--- src/rtl/core/ffs_pkg.sv ---
// shared types and constants for the feature support filter
package ffs_pkg;

    localparam int unsigned Entries = 32;

    localparam int unsigned AddrW = 3;

    // configuration register indexes
    localparam logic RegMinCount  = 1'b0;
    localparam logic RegMinLength = 1'b1;

    // input operations
    localparam logic OpAdd    = 1'b0;
    localparam logic OpFinish = 1'b1;

    // result status codes
    localparam logic [1:0] StDecision = 2'd0;
    localparam logic [1:0] StInvalid  = 2'd1;
    localparam logic [1:0] StEmpty    = 2'd2;

    // decision codes
    localparam logic [1:0] DecFew     = 2'd0;
    localparam logic [1:0] DecShort   = 2'd1;
    localparam logic [1:0] DecPassive = 2'd2;
    localparam logic [1:0] DecKept    = 2'd3;

    typedef struct packed {
        logic        operation;
        logic [63:0] feature_id;
        logic [31:0] position_mm;
        logic        passive_flag;
        logic        upstream_ok;
    } t_in;

    typedef struct packed {
        logic [1:0]  result_status;
        logic [63:0] out_feature_id;
        logic [15:0] out_sample_count;
        logic [31:0] support_length;
        logic [1:0]  decision_code;
        logic [6:0]  suppressed_total;
        logic [6:0]  passive_total;
        logic [6:0]  kept_total;
        logic        table_overflow;
        logic        last_result;
    } t_out;

    // one table entry as held in a cell
    typedef struct packed {
        logic        valid;
        logic [63:0] key;
        logic [15:0] count;
        logic [31:0] min_pos;
        logic [31:0] max_pos;
        logic        passive;
    } t_entry;

    typedef enum logic [1:0] {
        CELL_HOLD,
        CELL_ADD,
        CELL_SHIFT,
        CELL_CLEAR
    } t_cell_op;

    typedef struct packed {
        t_cell_op op;
        logic     insert;
    } t_cell_cmd;

endpackage

--- src/rtl/core/ffs_cell.sv ---
// one entry of the sorted id chain
module ffs_cell (
    input  logic               i_clk,
    input  logic               i_rst_n,
    input  ffs_pkg::t_cell_cmd i_cmd,
    input  logic [63:0]        i_key,
    input  logic [31:0]        i_pos,
    input  logic               i_passive,
    input  ffs_pkg::t_entry    i_left,
    input  ffs_pkg::t_entry    i_right,
    input  logic               i_left_ins,
    output ffs_pkg::t_entry    o_entry,
    output logic               o_ins,
    output logic               o_match
);

    ffs_pkg::t_entry r_entry;

    // sorted order: new id goes at the first empty or larger entry
    assign o_ins   = !r_entry.valid || (r_entry.key > i_key);
    assign o_match = r_entry.valid && (r_entry.key == i_key);
    assign o_entry = r_entry;

    // entry update, insert shift and drain shift
    always_ff @(posedge i_clk) begin
        if (!i_rst_n) begin
            r_entry.valid <= 1'b0;
        end else begin
            case (i_cmd.op)
                ffs_pkg::CELL_ADD: begin
                    if (o_match) begin
                        if ($signed(i_pos) < $signed(r_entry.min_pos)) r_entry.min_pos <= i_pos;
                        if ($signed(i_pos) > $signed(r_entry.max_pos)) r_entry.max_pos <= i_pos;
                        if (r_entry.count != 16'hFFFF) r_entry.count <= r_entry.count + 16'd1;
                    end else if (i_cmd.insert) begin
                        if (i_left_ins) begin
                            r_entry <= i_left;
                        end else if (o_ins) begin
                            r_entry <= '{valid: 1'b1, key: i_key, count: 16'd1,
                                         min_pos: i_pos, max_pos: i_pos,
                                         passive: i_passive};
                        end
                    end
                end
                ffs_pkg::CELL_SHIFT: r_entry <= i_right;
                ffs_pkg::CELL_CLEAR: r_entry.valid <= 1'b0;
                default: ;
            endcase
        end
    end

endmodule

--- config.mk ---
export PLATFORM = sky130hd
export DESIGN_NAME = ffs_cell
export DESIGN_NICKNAME = d
export VERILOG_FILES = /design/src/rtl/core/ffs_pkg.sv /design/src/rtl/core/ffs_cell.sv
export SDC_FILE = /design/constraint.sdc
export NUM_CORES = 1
export LEC_CHECK = 0
export BUFFER_PORTS_ARGS = -buffer_cell sky130_fd_sc_hd__buf_4
export CAP_MARGIN = 5
export CORE_AREA = 2 2 212 214
export CTS_CLUSTER_DIAMETER = 120
export DETAILED_ROUTE_END_ITERATION = 6
export DIE_AREA = 0 0 214 216
export SLEW_MARGIN = 20
export SYNTH_ARGS = -nofsm -noshare
export SYNTH_HDL_FRONTEND = slang
export SYNTH_SLANG_ARGS = --single-unit
--- constraint.sdc ---
create_clock -name i_clk -period 20.6 [get_ports i_clk]
set_input_delay 5.15 -clock i_clk [delete_from_list [all_inputs] [get_ports i_clk]]
set_output_delay 5.15 -clock i_clk [all_outputs]
set_load 0.005 [all_outputs]
==> impl_metrics.toml <==
[status]
status = "completed"

[routing]
routed_wl_um = 45200
num_vias = 11000
initialDrtViolationCount = 718
drc = 0
wl_per_cell_um = 19.4
via_per_inst = 4.70
dr.pass1.iters = 5
antenna_left = 0

[die]
rows = 77
start_util_pct = 24.7
ios = 543
die_w_um = 214
core-area_um2 = 43800
die_area_um2 = 46200
die_y_um = 216

[grt]
grt_pass1_vias = 11100
grt_max_degree = 104
grt-ovfl-total = 0
grt_first_pass_wirelength_um = 67000
antenna_found_initial = 2
track_usage_pct = 19.2

[logic_synthesis]
syn_inst = 1207
yosysTopAreaCell = "edfxtp_1"
yosysTopAreaCellShare_pct = 40.2
synth-seq-cells = 146
synth.cell_area_um2 = 10800
yosys_warnings = 0
yosysSeqAreaShare_pct = 40.4
yosysUniqueCellTypes = 47
async_flop_share_pct = 0
synth.avg_cell_area_um2 = 8.98
synth-main-ff-cell = "edfxtp_1"
synth_edf_count = 145
synth_fp_nets = 1730
synth_area_leaders = "edfxtp_1 (40%), ha_1 (15%), o21ai_0 (6.2%), nand2_1 (6.2%), mux2i_1 (6.0%)"

[timing]
finClkSkew_ns = 0.0104
setup_ws_ns = 7.94
min_period_ns = 12.66
finalHoldViolations = 0
rsz0062_at_grt = "no"
setup_tns_ns = 0
whs_ns = 0.627
slew_viol_final = 0
fin_crit_sh_pct = 61.5
max_freq_mhz = 79.0
max_slew_margin_pct = 32.0
tightestPinTransition_ns = 1.02
finalSetupViolations = 0

[hold_path]
hold_end = "o_entry[145]"
worstHoldPathType = "reg -> reg"
min-delay-start = "o_entry[145]"
whs_path_depth = 2

[critical_path]
cpMaxStageDelayCell = "nor4_1"
start_kind = "input pin"
r2r-end = "o_entry[37]"
critical_path_class = "in -> out"
cpPeakStageDelay_ns = 0.70
regToRegStartpoint = "o_entry[95]"
crit_start = "i_key[14]"
required_ns = 15.45
path_delay_family = "simple AND/OR/NAND/NOR gates"
crit_path_max_fanout = 4
r2r_setup_slack_ns = 16.24
crit_chain = "buf_4, inv_1, ha_1, nand4_1, nor4_1, nand4_1, nor2_1, buf_4"
end_kind = "output pin"
cp_num_buf_inv = 3
reg2regPathDepth = 9
arrival_ns = 7.51

[clocking]
h-tree-depth = 4
ctsHoldBuffers = 0
cts_tree = "yes"
clock-sinks = 146
cts_buffer_depth = 2
post_cts_buffers = 0
cts.clk_slew.worst_paths_ns = 0.07
clk_latency_ns = 0.46
postCtsResizedCells = 0
cts_root_buf = "clkbuf_16"
numCtsBuffers = 17

[placed_design]
gp_congestion = 0.973
place_inst = 2298
dp.final_hpwl_um = 37000
io_buffers = 542
place_ws_ns = 7.75

[cells_and_area]
layout-drive-gt1-share_pct = 34.3
largest_reg_flops = 146
most-common-layout-cells = "buf_4 (553), nand2_1 (178), edfxtp_1 (145)"
fin_nets = 2248
syn_to_final_growth_pct = 49.7
antennaDiodeCount = 0
final_cells = 2330
layout.cells.most_common = "buf_4"

[pwr]
ir_worst_vdd_uv = 47.1
report.power.total_uw = 919
p_leak_uw = 0.00765
power_density_nw_per_um2 = 56.6

[job]
maxCapViolations = 0
-- power breakdown --
| part | leakage (uW) | switching [uW] | total, uW | internal, uW |
|---|---|---|---|---|
| logic | 0.00597 | 102 | 211 | 108 |
| clock network | 0.000312 | 136 | 350 | 214 |
| registers | 0.00137 | 9.88 | 358 | 348 |
| total | 0.00765 | 249 | 919 | 670 |
-- how the worst max path moves through the flow --
| stage | to | slack (ns) | depth (start not counted) |
|---|---|---|---|
| 2_1_floorplan | o_entry[0] | 8.64 | 9 |
| 3_3_place_gp | o_match | 7.84 | 8 |
| 3_5_place_dp | o_match | 7.75 | 8 |
| 4_1_cts | o_match | 7.73 | 8 |
| 5_1_grt | o_match | 7.60 | 8 |
| 6_report | o_match | 7.94 | 8 |
-- worst register-to-register path, cell delays in order (launching register included) --
cell	delay [ns]
edfxtp_1	0.43
ha_1	0.35
nand4_1	0.14
nor4_1	0.70
nand4_1	0.36
nor4b_2	0.95
o21a_1	0.19
a31oi_1	0.15
a31oi_4	0.24
buf_4	0.48
-- layer usage --
layer	part of all wire (%)	vias up	global-route usage, %
met5	0.020	-	0
met4	2.0	2	5.66
met3	6.4	53	4.72
met2	49	381	32.5
met1	43	5180	24.1
li1	-	5339	-
-- Yosys cell counts, types with 5 or more instances --
master	n
a211oi_1	5
a21o_1	22
a21oi_1	124
and2_1	31
and3_1	8
buf_1	5
clkbuf_1	45
edfxtp_1	145
ha_1	128
inv_1	137
mux2i_1	65
nand2_1	178
nand2b_1	5
nand3_1	24
nand4_1	26
nor2_1	27
nor2b_1	6
nor3_1	5
nor4_1	5
o21a_1	5
o21ai_0	134
o21ai_1	24
xnor2_1	12
-- cells by family (layout without fill, tap and decap cells) --
| group | Yosys count | in the layout | share of synthesized area [%] |
|---|---|---|---|
| DFF | 146 | 146 | 40.4 |
| buffers and inverters | 191 | 722 | 6.66 |
| and+or+nand+nor | 323 | 323 | 13.9 |
| adders and majority gates | 128 | 128 | 14.8 |
| xor gates and xnor gates | 14 | 14 | 1.13 |
| muxes | 65 | 65 | 6.00 |
| AOI/OAI and AO/OA | 340 | 340 | 17.2 |
-- area by class of cell --
type / instances / area [um^2]
fillers: 4474 / 27600
clock buffers: 17 / 425
clock inverters: 15 / 215
flip-flops and latches: 146 / 4370
repair buffers: 553 / 4150
multi-input cells: 870 / 5810
well taps: 592 / 741
inverters: 137 / 514
-- per-stage QoR --
| stage | area, um^2 | utilization, % |
|---|---|---|
| 6_report | 16200 | 37.0 |
| 5_1_grt | 16200 | 37.0 |
| 4_1_cts | 16200 | 37.0 |
| 3_5_place_dp | 15600 | 35.6 |
| 3_3_place_gp | 15600 | 35.6 |
| 2_1_floorplan | 10800 | - |
Note: power is estimated with default switching activity, not from simulation.
